**config.mk**
```make
export PLATFORM = sky130hd
export DESIGN_NAME = float32_fixed_sign_magnitude_convert_core
export DESIGN_NICKNAME = d
export VERILOG_FILES = /design/src/rtl/ffc_pkg.sv /design/src/rtl/ffc_to_fixed.sv /design/src/rtl/ffc_to_float.sv /design/src/rtl/float32_fixed_sign_magnitude_convert_core.sv
export SDC_FILE = /design/constraint.sdc
export NUM_CORES = 1
export LEC_CHECK = 0
export BUFFER_PORTS_ARGS = -buffer_cell sky130_fd_sc_hd__buf_4
export CAP_MARGIN = 20
export CORE_MARGIN = 2
export CORE_UTILIZATION = 56
export DETAILED_ROUTE_END_ITERATION = 12
export PLACE_DENSITY = 0.79
export RECOVER_POWER = 100
export SETUP_SLACK_MARGIN = 0.4
export SLEW_MARGIN = 30
export SYNTH_ARGS = -nofsm -noshare
export SYNTH_HDL_FRONTEND = slang
export SYNTH_SLANG_ARGS = --single-unit
```
**constraint.sdc**
```tcl
create_clock -name clk -period 5.1 [get_ports clk]
set_input_delay 0.255 -clock clk [delete_from_list [all_inputs] [get_ports clk]]
set_output_delay 0.255 -clock clk [all_outputs]
set_load 0.02 [all_outputs]
```
**src/rtl/ffc_pkg.sv**
```systemverilog
// Shared constants and types of the float and fixed converter.
`timescale 1ns / 1ps
package ffc_pkg;
  localparam int EXP_BITS  = 8;
  localparam int MANT_BITS = 23;
  localparam int EXP_BIAS  = 127;
  localparam logic CMD_TO_FIXED = 1'b0;
  localparam logic CMD_TO_FLOAT = 1'b1;
  typedef struct packed {
    logic [31:0] word;
    logic        ovf;
  } ffc_result_t;
endpackage

```
**src/rtl/ffc_to_fixed.sv**
```systemverilog
// Float to sign-magnitude fixed conversion with truncation and saturation.
`timescale 1ns / 1ps
module ffc_to_fixed import ffc_pkg::*; #(
  parameter int INT_BITS  = 15,
  parameter int FRAC_BITS = 16
) (
  input  logic [31:0]  word_i,
  output ffc_result_t  res_o
);
  localparam int MAG_BITS = (INT_BITS + FRAC_BITS > 31) ? 31 : INT_BITS + FRAC_BITS;
  localparam logic [31:0] MAG_MAX = 32'((64'd1 << MAG_BITS) - 64'd1);
  localparam int SH_OFF = FRAC_BITS - MANT_BITS - EXP_BIAS;

  logic          sign;
  logic [7:0]    ex;
  logic [23:0]   sig;
  logic signed [9:0] sh;
  logic [63:0]   mag;
  logic          sat;

  always_comb begin
    sign = word_i[31];
    ex   = word_i[30:23];
    sig  = {1'b1, word_i[22:0]};
    sh   = $signed({2'b00, ex}) + 10'(SH_OFF);
    if (sh >= 0) mag = {40'd0, sig} << sh[5:0];
    else if (sh <= -64) mag = '0;
    else mag = {40'd0, sig} >> 6'(-sh);
    sat = (ex == 8'hFF) || ($signed({2'b00, ex}) - 10'sd127 >= 10'(INT_BITS))
          || (mag > {32'd0, MAG_MAX});
    res_o.ovf = 1'b0;
    if (ex == 8'd0) res_o.word = '0;
    else if (sat) begin
      res_o.word = {sign, 31'd0} | MAG_MAX;
      res_o.ovf  = 1'b1;
    end else if (mag == 64'd0) res_o.word = '0;
    else res_o.word = {sign, 31'd0} | mag[31:0];
  end
endmodule

```
**src/rtl/ffc_to_float.sv**
```systemverilog
// Sign-magnitude fixed to float conversion with truncated mantissa.
`timescale 1ns / 1ps
module ffc_to_float import ffc_pkg::*; #(
  parameter int INT_BITS  = 15,
  parameter int FRAC_BITS = 16
) (
  input  logic [31:0] word_i,
  output logic [31:0] word_o
);
  localparam int MAG_BITS = (INT_BITS + FRAC_BITS > 31) ? 31 : INT_BITS + FRAC_BITS;
  localparam logic [31:0] MAG_MASK = 32'((64'd1 << MAG_BITS) - 64'd1);

  logic [31:0] mag;
  logic [4:0]  p;
  logic [54:0] norm;
  logic [7:0]  ex;

  always_comb begin
    mag = word_i & MAG_MASK;
    p = '0;
    for (int i = 1; i < 31; i++) if (mag[i]) p = 5'(i);
    // Place the leading one at bit 54 and take the 23 bits below it.
    norm = {23'd0, mag} << (5'd30 - p);
    norm = norm << 24;
    ex = 8'(int'(p) - FRAC_BITS + EXP_BIAS);
    if (mag == 32'd0) word_o = '0;
    else word_o = {word_i[31], ex, norm[53:31]};
  end
endmodule

```
**src/rtl/float32_fixed_sign_magnitude_convert_core.sv**
```systemverilog
// Top level of the two-way float32 and sign-magnitude fixed converter.
`timescale 1ns / 1ps
// out_valid rises once the input has passed the input register and then the result register.
// Throughput: one transaction per cycle unless stalled; critical path: leading-one search, shift.
// The result register acts as an output stage, so the next input is taken while it waits.
// Reset: synchronous, active low; it clears only the valid flags, payload registers keep data.
module float32_fixed_sign_magnitude_convert_core import ffc_pkg::*; #(
  parameter int INT_BITS  = 15,
  parameter int FRAC_BITS = 16
) (
  input  logic        clk,
  input  logic        rst_n,
  input  logic        in_valid,
  output logic        in_ready,
  input  logic        in_command,
  input  logic [31:0] in_operand_word,
  output logic        out_valid,
  input  logic        out_ready,
  output logic [31:0] out_result_word,
  output logic        out_overflow
);
  logic        in_vld_r, in_vld_nxt;
  logic        cmd_r;
  logic [31:0] opw_r;
  logic        out_vld_r, out_vld_nxt;
  ffc_result_t res_r, fix_res, res_nxt;
  logic [31:0] flt_word;
  logic        adv;

  ffc_to_fixed #(.INT_BITS(INT_BITS), .FRAC_BITS(FRAC_BITS)) u_fix (
    .word_i(opw_r), .res_o(fix_res));
  ffc_to_float #(.INT_BITS(INT_BITS), .FRAC_BITS(FRAC_BITS)) u_flt (
    .word_i(opw_r), .word_o(flt_word));

  // The stage advances when the result register is free or being emptied.
  assign adv      = !out_vld_r || out_ready;
  assign in_ready = !in_vld_r || adv;

  always_comb begin
    res_nxt = (cmd_r == CMD_TO_FLOAT) ? ffc_result_t'{word: flt_word, ovf: 1'b0} : fix_res;
    in_vld_nxt  = in_ready ? in_valid : in_vld_r;
    out_vld_nxt = adv ? in_vld_r : out_vld_r;
  end

  always_ff @(posedge clk) begin
    if (!rst_n) begin
      in_vld_r  <= 1'b0;
      out_vld_r <= 1'b0;
    end else begin
      in_vld_r  <= in_vld_nxt;
      out_vld_r <= out_vld_nxt;
    end
    if (in_ready && in_valid) begin
      cmd_r <= in_command;
      opw_r <= in_operand_word;
    end
    if (adv && in_vld_r) res_r <= res_nxt;
  end

  assign out_valid       = out_vld_r;
  assign out_result_word = res_r.word;
  assign out_overflow    = res_r.ovf;
endmodule

```
# Word-level counts from Yosys, hierarchy flattened
# Index checks and enable logic that the tools add are counted.
[op_classes] n_reduce_logical=12 n_shift=3 n_eq_ne=1 addsub=6 mux=39 order_cmp=4 bitwise_logic=1
[ops] cell="5-bit 2-to-1 mux" n=29
[ops] cell="32-bit 2-to-1 mux" n=4
[ops] cell="64-bit 2-to-1 mux" n=2
[ops] cell="64-bit by 31-bit greater-than comparator with 1-bit output (second input constant)" n=1
[ops] cell="64-bit zero test" n=1
[ops] cell="24-bit by 6-bit << shifter with 64-bit output" n=1
[ops] cell="24-bit by 6-bit >> shifter with 64-bit output" n=1
[ops] cell="33-bit 2-to-1 mux" n=1
[ops] cell="32-bit zero test" n=1
[ops] cell="32-bit bitwise OR" n=1
[ops] cell="31-bit by 5-bit << shifter with 30-bit output" n=1
[ops] cell="9-bit by 9-bit adder with 10-bit output (second input constant)" n=1
[ops] cell="10-bit by 1-bit greater-or-equal comparator with 1-bit output (second input constant)" n=1
[ops] cell="10-bit by 5-bit greater-or-equal comparator with 1-bit output (second input constant)" n=1
[ops] cell="10-bit by 7-bit <= comparator with 1-bit output (second input constant)" n=1
[ops] cell="8-bit by 7-bit subtractor with 9-bit output (second input constant)" n=1
[ops] cell="8-bit adder (second input constant)" n=1
[ops] cell="8-bit == test (second input constant)" n=1
[ops] cell="8-bit zero test" n=1
[ops] cell="6-bit negator" n=1
[ops] cell="5-bit by 5-bit subtractor with 6-bit output (second input constant)" n=1
[ops] cell="5-bit subtractor (first input constant)" n=1
[ops] cell="1-bit logical OR" n=4
[ops] cell="1-bit 2-to-1 mux" n=3
[ops] cell="other kinds (3)" n=5
[word_totals] out_inout_bits=35 regBits=68 in_bits=37 word_cells=72

# Logic depth before layout (Yosys ltp)
# Gate-level depths: netlist of run 1.
[logic_depth] depth_word=34 mapped_depth=22 ltp_nobuf=15

# Cells and area by module
# A second synthesis of run 1 with hierarchy kept.
[unflattened] cells_unflattened=971 area_unflattened_um2=8578.2
[by_module_without_submodules] mod="ffc_to_fixed" cells_each=524 seq_area_each_um2=0.0 instances=1 area_per_inst_um2=3691.0
[by_module_without_submodules] mod="float32_fixed_sign_magnitude_convert_core" cells_each=112 seq_area_each_um2=2021.9 instances=1 area_per_inst_um2=2612.5
[by_module_without_submodules] mod="ffc_to_float" cells_each=335 seq_area_each_um2=0.0 instances=1 area_per_inst_um2=2274.7

# Worst setup path after synthesis of run 1
# No wires, ideal clock.
[synth_timing] path_type="reg2reg" startpoint="register opw_r[24]" endpoint="register res_r, in the netlist out_result_word[16] (data pin)" required_ps=4828 path_buffers=9 stages_incl_launch_ff=21 period_less_slack_ps=5162 path_slack_ps=-62 setup_ps=272 arrival_time_ps=4890 path_cell_list="edfxtp_1 > buf_6 > buf_6 > buf_2 > buf_2 > clkinv_1 > ha_1 > clkinv_1 > buf_1 > clkbuf_1 > ha_1 > clkbuf_1 > clkbuf_1 > clkbuf_1 > o21ai_0 > a221oi_1 > nand3_1 > nor4_2 > nand2_1 > nand2_1 > o2111ai_1"
[synth_lines] item="from (decl)" line="float32_fixed_sign_magnitude_convert_core.sv:24" rtl="logic [31:0] opw_r;"
[synth_lines] item="from (signal assigned)" line="float32_fixed_sign_magnitude_convert_core.sv:55" rtl="opw_r <= in_operand_word;"
[synth_lines] item="to (signal assigned)" line="float32_fixed_sign_magnitude_convert_core.sv:57" rtl="if (adv && in_vld_r) res_r <= res_nxt;"
[synth_lines] item="to (decl)" line="float32_fixed_sign_magnitude_convert_core.sv:26" rtl="ffc_result_t res_r, fix_res, res_nxt;"

==> results of run 1 <==
-- worst paths after layout --
path	cells past startpoint	slack (ns)	endpoint
setup / recovery	14	0.44	out_result_word[12]
hold / removal	1	0.11	opw_r[18]
setup reg to reg	14	0.44	out_result_word[12]
hold reg to reg	1	0.53	out_valid
-- registers in the layout, indices dropped and copies added, names as in the netlist --
signal	cells
out_overflow	1
opw_r	32
out_result_word	32
out_valid	1
cmd_r	1
in_vld_r	1
-- worst register-to-register path, cell delays in order (launching register included) --
cell      delay (ns)
edfxtp_1        0.43
clkinv_2        0.24
ha_2            0.51
buf_4           0.22
mux2_1          0.38
mux2i_1         0.31
nor2_1          0.07
or3_1           0.39
a32o_1          0.32
nor4_1          0.26
nand4_1         0.13
nor4_1          0.52
nand2_1         0.15
nand2_1         0.26
o211ai_1        0.17
-- timing repair --
item / in CTS / in global routing
gates resized for setup: 0 / 2
buffers inserted: 0 / 0
hold endpoints to repair: 0 / 0
endpoints found under the setup margin: 0 / 7
-- layout make-up --
class | count | area [µm²] | area share, %
multi-input combinational | 797 | 5730 | 63.5
timing repair buffer | 109 | 688 | 7.63
inverter | 15 | 60.1 | 0.666
sequential | 68 | 2020 | 22.4
clock buffer | 10 | 229 | 2.54
tap | 184 | 230 | 2.55
clock inverter | 6 | 65.1 | 0.721
-- metal layers --
metal  share of wire, %  routed length, µm  GRT usage (%)
met2                 41              12100           52.7
met4                5.3               1540           15.9
met3                 13               3910           9.36
met5                  0                  0              0
met1                 40              11700           53.6
-- layout by cell type, fill, tap and decap left out, types with 6 or more instances in the layout --
| cell | instances |
|---|---|
| nand2_1 | 126 |
| nor2_1 | 85 |
| mux2i_1 | 81 |
| o21ai_0 | 68 |
| edfxtp_1 | 66 |
| a21oi_1 | 57 |
| clkbuf_1 | 40 |
| mux2_2 | 36 |
| buf_4 | 36 |
| nand3_1 | 34 |
| clkbuf_4 | 32 |
| mux4_2 | 29 |
| o211ai_1 | 17 |
| a31oi_1 | 14 |
| nor3_1 | 13 |
| nor4_1 | 12 |
| a211oi_1 | 12 |
| a221oi_1 | 12 |
| inv_1 | 11 |
| nand2b_1 | 10 |
| o221ai_1 | 9 |
| clkbuf_16 | 9 |
| nand4_1 | 8 |
| nor2b_1 | 7 |
| nor3b_1 | 7 |
| o21a_1 | 7 |
| a22oi_1 | 7 |
| xnor2_1 | 7 |
| ha_1 | 7 |
| o31ai_1 | 6 |
| and3_1 | 6 |
| a32oi_1 | 6 |
| o22ai_1 | 6 |
-- metrics by stage --
stage               worst slack (ns)  std cells
global route                   0.221       1189
global placement               0.839       1173
floorplan                      0.461        975
detailed placement             0.736       1173
CTS                            0.692       1189
finish                         0.436       1189
-- power groups by stage --
stage	logic [mW]	clock network (mW)	registers, mW
6_report	0.992	0.613	0.732
3_5_place_dp	0.965	0	0.735
4_1_cts	0.970	0.620	0.725
2_1_floorplan	0.690	0	0.716
3_3_place_gp	0.962	0	0.734
5_1_grt	1.05	0.647	0.732
-- kinds of logic after synthesis --
group / synth area share, %
and+or+nand+nor: 19.5
AOI/OAI and AO/OA: 23.5
muxes: 23.5
buffers and inverters: 5.57
DFF: 24.7
xor gates and xnor gates: 1.90
adders and majority gates: 1.35
==> impl_metrics.csv, run 1 <==
group,metric,value,unit
yosys,synth_area_per_cell,8.39,µm²
yosys,synthDistinctLibCells,80,
grt,grt_max_degree,59,
floorplan,io_pins,72,
final_layout,drive_above_1_share,17.8,%
yosys,synth_cells,975,
placed_design,gp_congestion,1.05,
setup_path,cp_cell_sequence,"clkinv_2, ha_2, buf_4, mux2_1, mux2i_1, nor2_1, or3_1, a32o_1, nor4_1, nand4_1, nor4_1, nand2_1, nand2_1, o211ai_1",
power,total_power,2.34,mW
yosys,yosys.area.top_type,"edfxtp_1",
job,drv_cap,2,
power,swShare,39.4,%
detailed_routing,drc_errors,0,
sta,rsz0062_at_grt,"no",
setup_path,crit_slowest_cell,"nor4_1",
yosys,synth_top_area_share,24.2,%
grt,grt_pass1_vias,7774,
sta,min_period_over_period,91.5,%
sta,timing.hold.ws,0.109,ns
setup_path,worst-path-buf-inv,2,
sta,finalSetupViolations,0,
detailed_routing,drtAntennaViolNets,0,
yosys,netlist_area,8180,µm²
placed_design,dp_hpwl,21.6,mm
sta,fmaxAchievable,214,MHz
run_status,failed_checks,"capacitance limit, slew limit",
grt,grt_pass1_wl,45.4,mm
floorplan,row_count,44,
sta,tns,0,ns
setup_path,path_class,"reg -> reg",
final_layout,final_area,9020,µm²
floorplan,die-area,15600,µm²
detailed_routing,vias,8625,
detailed_routing,routed_via_density,7.25,
floorplan,coreArea,14400,µm²
setup_path,worstPathArrival,4.72,ns
floorplan,die_w,125,µm
grt,antenna_found_initial,0,
yosys,ys_seq_area_share,24.7,%
detailed_routing,wl_per_cell,24.6,µm
setup_path,crit_required,5.16,ns
yosys,synth_fp_nets,1020,
power,p_int,1.42,mW
clock_tree,htreeDepth,3,
grt,grt-ovfl-total,0,
final_layout,areaGrowthSynthToFinish,10.3,%
yosys,ys_top_cells_by_count,"nand2_1 (125), nor2_1 (86), mux2i_1 (81), o21ai_0 (68), edfxtp_1 (66)",
yosys,yosys_warnings,0,
final_layout,fin_util,62.6,%
yosys,synthMostInstantiatedCell,"nand2_1",
clock_tree,holdBufCountCts,0,
sta,hold_viol_final,0,
run_status,status,"finished with violations",
power,pwr-share-clk,26.2,%
final_layout,antennaDiodeCount,0,
hold_path,min_path_type,"in -> reg",
final_layout,nNetsFinal,1045,
detailed_routing,postRouteWirelength,29.3,mm
final_layout,num-fill-cells,1259,
clock_tree,cts_buffer_depth,2,
sta,slew_headroom,-26.6,%
power,power.leakage,3.29,nW
setup_path,end_kind,"register",
yosys,synth_edf_count,66,
setup_path,r2r-start,"opw_r[24]",
sta,min_period,4.66,ns
power,ir_worst_vdd,0.000293,V
clock_tree,cts.sinks,68,
clock_tree,cts_tree,"done",
power,p_per_area,259,nW/µm²
setup_path,startpoint_type,"register",
setup_path,cp_top_family,"simple AND/OR/NAND/NOR gates",
yosys,synthArstFlopShare,0,%
power,p_seq_share,31.3,%
floorplan,die_h,125,µm
sta,finalMaxSlewViolations,68,
sta,worst_pin_slew,1.90,ns
clock_tree,clockRootBuffer,"clkbuf_16",
setup_path,path_max_fanout,10,
yosys,yosys_register_bits,68,
detailed_routing,drt-pass1-iter-count,6,
placed_design,dpl_cell_area,8880,µm²
setup_path,max_stage_delay,0.52,ns
sta,fin_skew,0.0107,ns
floorplan,start_util,56.7,%
power,combPwrFrac,42.5,%
power,switching_power,920,µW
clock_tree,path_clk_slew,0.06,ns
yosys,synth_area_leaders,"edfxtp_1 (24%), mux2i_1 (9.9%), mux4_2 (8.0%)",
setup_path,startpoint,"opw_r[24]",
hold_path,min_from,"in_operand_word[18]",
grt,grt_usage,37.1,%
clock_tree,cts_buffers,9,
detailed_routing,drt_iter0_drc,1712,
clock_tree,clock_latency,0.34,ns
placed_design,io_buffers,71,
yosys,synth_ff_type,"edfxtp_1",
No activity file was read; power rests on OpenSTA's default activity.
==> run 2, diff against run 1 <==
ABC_AREA = 1   (was default)
==> impl_metrics.csv, run 2 <==
group,metric,value,unit
run_status,status,"finished with violations",
run_status,failed_checks,"capacitance limit, slew limit",
detailed_routing,drt-pass1-iter-count,6,
final_layout,mostFrequentLayoutCells,"nand2_1 (460), o21ai_0 (184), nand3_1 (150), nor2_1 (109), inv_1 (81)",
sta,min_period,4.41,ns
power,p_int,1.37,mW
grt,grt_pass1_vias,7947,
yosys,ys_top_cells_by_count,"nand2_1 (460), o21ai_0 (175), nand3_1 (150), nor2_1 (109), inv_1 (81)",
floorplan,coreArea,14000,µm²
clock_tree,clockRootBuffer,"clkbuf_16",
setup_path,worstPathArrival,4.47,ns
final_layout,drive_above_1_share,8.52,%
power,power.leakage,3.89,nW
yosys,synth_cells,1340,
detailed_routing,routed_via_density,6.15,
floorplan,die_h,124,µm
sta,fmaxAchievable,227,MHz
clock_tree,cts.sinks,68,
power,p_per_area,273,nW/µm²
setup_path,startpoint_type,"register",
yosys,synth_fp_nets,1385,
yosys,yosys_warnings,0,
detailed_routing,drt_iter0_drc,1626,
yosys,yosys.area.top_type,"edfxtp_1",
yosys,synthDistinctLibCells,59,
sta,finalMaxSlewViolations,50,
yosys,synth_area_leaders,"edfxtp_1 (25%), nand2_1 (21%), o21ai_0 (11%)",
clock_tree,holdBufCountCts,0,
placed_design,dp_cells,1526,
sta,rsz0062_at_grt,"no",
grt,grt-ovfl-total,0,
clock_tree,htreeDepth,3,
setup_path,path_class,"reg -> reg",
yosys,synth_area_per_cell,6.02,µm²
floorplan,die_w,124,µm
yosys,synthArstFlopShare,0,%
final_layout,antennaDiodeCount,0,
sta,worst_pin_slew,1.85,ns
setup_path,crit_path_frequent_cell,"o21ai_0",
final_layout,final_area,8670,µm²
sta,finalSetupViolations,0,
sta,fin_skew,0.00969,ns
setup_path,path_max_fanout,38,
yosys,synthMostInstantiatedCell,"nand2_1",
setup_path,cp_cell_sequence,"ha_1, nor2_1, or2_4, inv_4, o21ai_0, nor2_1, o21ai_0, a41oi_1, nor4_1, nand2_1, inv_1, nand3_2, o21ai_0, o21ai_0",
placed_design,io_buffers,71,
clock_tree,path_clk_slew,0.06,ns
floorplan,row_count,43,
setup_path,end_kind,"register",
clock_tree,cts_tree,"done",
setup_path,r2r_setup_slack,0.69,ns
setup_path,max_stage_delay,0.55,ns
final_layout,final_common_cell,"nand2_1",
yosys,yosys_register_bits,68,
job,drv_cap,2,
yosys,netlist_area,8070,µm²
power,p_seq_share,29.4,%
setup_path,crit_required,5.16,ns
yosys,ys_seq_area_share,25.1,%
final_layout,fin_util,62.0,%
placed_design,dpl_cell_area,8520,µm²
placed_design,dp_hpwl,22.3,mm
sta,tns,0,ns
floorplan,io_pins,72,
placed_design,gp_congestion,1.07,
detailed_routing,drc_errors,0,
clock_tree,cts_buffer_depth,2,
yosys,synth_edf_count,66,
grt,antenna_found_initial,0,
setup_path,crit_slowest_cell,"edfxtp_1",
clock_tree,cts_buffers,9,
detailed_routing,postRouteWirelength,29.3,mm
floorplan,start_util,57.7,%
sta,slew_headroom,-23.3,%
power,swShare,42.3,%
power,ir_worst_vdd,0.000271,V
power,pwr-share-clk,28.4,%
final_layout,layout.cells.non_filler,1542,
sta,hold_viol_final,0,
floorplan,die-area,15400,µm²
sta,min_period_over_period,86.4,%
yosys,synth_top_area_share,24.6,%
power,combPwrFrac,42.2,%
hold_path,min_path_type,"in -> reg",
clock_tree,clock_latency,0.35,ns
final_layout,areaGrowthSynthToFinish,7.54,%
grt,grt_max_degree,43,
yosys,synth_ff_type,"edfxtp_1",
power,switching_power,1.00,mW
detailed_routing,wl_per_cell,19.0,µm
detailed_routing,drtAntennaViolNets,0,
detailed_routing,vias,9490,
grt,grt_usage,38.1,%
grt,grt_pass1_wl,44.1,mm
final_layout,nNetsFinal,1403,
## run 2: cell type report
| type | count | area (µm²) |
|---|---|---|
| clock buffer | 9 | 225 |
| clock inverter | 6 | 90.1 |
| fill | 1360 | 5320 |
| inverter | 94 | 363 |
| multi-input combinational | 1097 | 5230 |
| sequential | 68 | 2020 |
| tap | 180 | 225 |
| timing repair buffer | 88 | 522 |
## run 2: worst max-delay path, delay by kind of cell (launching register included)
family	cells	cell delay [ns]
compound gates	5	1.39
fa+ha+maj	1	0.30
flops	1	0.55
simple gates	6	1.57
buf+inv	2	0.29
## run 2: worst paths after layout
check,from,end,depth (start not counted)
max reg2reg,opw_r[24],out_result_word[25],14
min reg2reg,in_vld_r,out_valid,2
min,in_operand_word[9],opw_r[9],1
max,opw_r[24],out_result_word[25],14
## run 2: logic make-up after synthesis
| logic type | synth area share, % |
|---|---|
| and+or+nand+nor | 40.6 |
| AOI/OAI and AO/OA | 20.3 |
| xor gates and xnor gates | 0.977 |
| adders and majority gates | 1.24 |
| DFF | 25.1 |
| muxes | 1.61 |
| buffers and inverters | 10.2 |
## run 2: per-stage QoR
step | power, mW | worst slack, ns | hold WS [ns]
floorplan | 1.40 | 1.14 | 0.354
global placement | 1.67 | 0.738 | 0.433
detailed placement | 1.67 | 0.785 | 0.434
CTS | 2.34 | 0.749 | 0.0747
global route | 2.49 | 0.376 | 0.0962
finish | 2.37 | 0.691 | 0.0959
## run 2: power by group through the flow
stage | combinational (mW) | sequential, mW | clock (mW)
finish | 1.00 | 0.696 | 0.675
global route | 1.09 | 0.699 | 0.698
CTS | 0.971 | 0.695 | 0.677
detailed placement | 0.965 | 0.706 | 0
global placement | 0.965 | 0.706 | 0
floorplan | 0.697 | 0.707 | 0
## run 2: what timing repair did
action,4_1_cts,5_1_grt
gates resized for setup,0,1
hold endpoints to repair,0,0
buffers inserted,0,1
endpoints found under the setup margin,0,10
## run 2: routing by layer
layer	track usage (%)	vias up	routed length, µm
met5	0	-	0
met4	14.4	0	1170
met3	8.70	88	3530
met2	55.1	684	12200
met1	55.2	4190	12400
li1	-	4528	-
==> run 3, diff against run 2 <==
CORE_UTILIZATION = 59   (was 56)
clock period = 4.1 ns   (was 5.1 ns; I/O delays follow)
==> impl_metrics.csv, run 3 (synthesis gave the netlist of run 2 again) <==
group,metric,value,unit
run_status,status,"finished with violations",
run_status,failed_checks,"capacitance limit, slew limit",
detailed_routing,wl_per_cell,19.6,µm
setup_path,crit_required,4.19,ns
detailed_routing,postRouteWirelength,31.4,mm
sta,finalMaxSlewViolations,34,
sta,rsz0062_at_grt,"yes",
setup_path,end_kind,"register",
placed_design,dp_hpwl,22.0,mm
sta,min_period_over_period,93.8,%
grt,grt-ovfl-total,0,
hold_path,min_path_type,"in -> reg",
clock_tree,cts.sinks,68,
grt,antenna_found_initial,0,
floorplan,coreArea,13300,µm²
final_layout,final_common_cell,"nand2_1",
setup_path,path_max_fanout,7,
floorplan,row_count,42,
detailed_routing,drtAntennaViolNets,0,
floorplan,die-area,14600,µm²
hold_path,whs_path_depth,1,
final_layout,antennaDiodeCount,0,
floorplan,die_w,121,µm
detailed_routing,routed_via_density,6.41,
floorplan,start_util,60.7,%
final_layout,nNetsFinal,1465,
clock_tree,cts_buffer_depth,2,
detailed_routing,drt_iter0_drc,1885,
clock_tree,cts_buffers,9,
placed_design,gp_congestion,1.09,
clock_tree,cts_tree,"done",
setup_path,path_class,"reg -> reg",
clock_tree,htreeDepth,3,
clock_tree,clockRootBuffer,"clkbuf_16",
detailed_routing,drt-pass1-iter-count,6,
detailed_routing,vias,10300,
final_layout,mostFrequentLayoutCells,"nand2_1 (451), nand3_1 (146), o21ai_0 (112), nor2_1 (101), o21ai_1 (81)",
grt,grt_usage,39.2,%
hold_path,min_from,"in_operand_word[23]",
placed_design,io_buffers,71,
sta,hold_viol_final,0,
final_layout,areaGrowthSynthToFinish,20.1,%
power,ir_worst_vdd,0.000282,V
clock_tree,clock_latency,0.35,ns
sta,finalSetupViolations,0,
setup_path,worstPathArrival,3.94,ns
floorplan,die_h,121,µm
setup_path,r2r_setup_slack,0.25,ns
sta,fmaxAchievable,260,MHz
job,drv_cap,2,
grt,grt_pass1_vias,8123,
sta,slew_headroom,-31.1,%
clock_tree,holdBufCountCts,0,
sta,worst_pin_slew,1.97,ns
setup_path,worstReg2RegEnd,"out_result_word[15]",
sta,min_period,3.85,ns
detailed_routing,drc_errors,0,
setup_path,r2r-start,"opw_r[23]",
final_layout,drive_above_1_share,17.1,%
floorplan,io_pins,72,
grt,grt_pass1_wl,44.2,mm
hold_path,hold_end,"opw_r[23]",
power,power.leakage,4.30,nW
setup_path,reg2reg_depth,20,
sta,tns,0,ns
grt,grt_max_degree,62,
setup_path,startpoint_type,"register",
power,total_power,3.13,mW
sta,fin_skew,0.00670,ns
clock_tree,path_clk_slew,0.06,ns
power,p_per_area,323,nW/µm²
-- run 3: final cells by class --
class | count | area (µm²)
Clock buffer | 10 | 229
Clock inverter | 6 | 72.6
Fill cell | 1157 | 3610
Inverter | 94 | 375
Multi-Input combinational cell | 1099 | 5610
Sequential cell | 68 | 2020
Tap cell | 176 | 220
Timing Repair Buffer | 145 | 1140
Timing Repair inverter | 3 | 17.5
-- run 3: metal layers --
metal	GRT usage [%]	routed length (µm)
met1	55.9	12200
met2	57.1	13300
met3	8.27	4150
met4	17.1	1690
met5	0	0
-- run 3: power breakdown --
group	internal (mW)	switching, mW	leakage (nW)
clock network	0.477	0.331	0.144
logic	0.473	0.986	3.51
registers	0.817	0.0459	0.642
total	1.77	1.36	4.30
-- run 3: through the flow --
| stage | hold slack, ns | area (µm²) | worst slack [ns] | std cells | utilization (%) |
|---|---|---|---|---|---|
| floorplan | 0.304 | 8070 | 0.421 | 1340 | - |
| global placement | 0.383 | 8560 | 0.297 | 1530 | 64.4 |
| detailed placement | 0.384 | 8580 | 0.244 | 1531 | 64.5 |
| CTS | 0.0260 | 8910 | 0.436 | 1550 | 67.0 |
| global route | 0.0433 | 9690 | 0.121 | 1601 | 72.9 |
| finish | 0.0490 | 9690 | 0.253 | 1601 | 72.9 |
-- run 3: what timing repair did --
action / in CTS / in global routing
resized for setup: 6 / 175
buffers inserted: 3 / 40
pin swaps: 0 / 24
endpoints found under the setup margin: 20 / 33
hold endpoints to repair: 0 / 0
gates cloned: 0 / 11
-- run 3: worst max-delay path, stage by stage (launching register included) --
cell,delay (ns)
edfxtp_1,0.68
clkinv_4,0.12
clkbuf_2,0.26
or2_4,0.32
nand2_4,0.07
o21ai_0,0.08
inv_1,0.09
o21ai_0,0.18
o21ai_1,0.32
nand2_1,0.09
o21ai_1,0.17
a211oi_1,0.12
nor2_1,0.12
nand2_1,0.07
nor2_1,0.09
nand2_1,0.07
inv_2,0.09
nand3_4,0.12
clkbuf_16,0.22
o21ai_1,0.20
nand2_1,0.11
-- run 3: worst max-delay path by stage --
stage / start / to / slack [ns] / depth (start not counted)
final: opw_r[23] / out_result_word[15] / 0.25 / 20
after global routing: opw_r[23] / out_result_word[31] / 0.12 / 20
after detailed placement: opw_r[25] / out_result_word[8] / 0.24 / 18
after CTS: opw_r[23] / out_result_word[17] / 0.44 / 20
after floorplan: opw_r[24] / out_result_word[31] / 0.42 / 21
after global placement: opw_r[25] / out_result_word[9] / 0.30 / 19
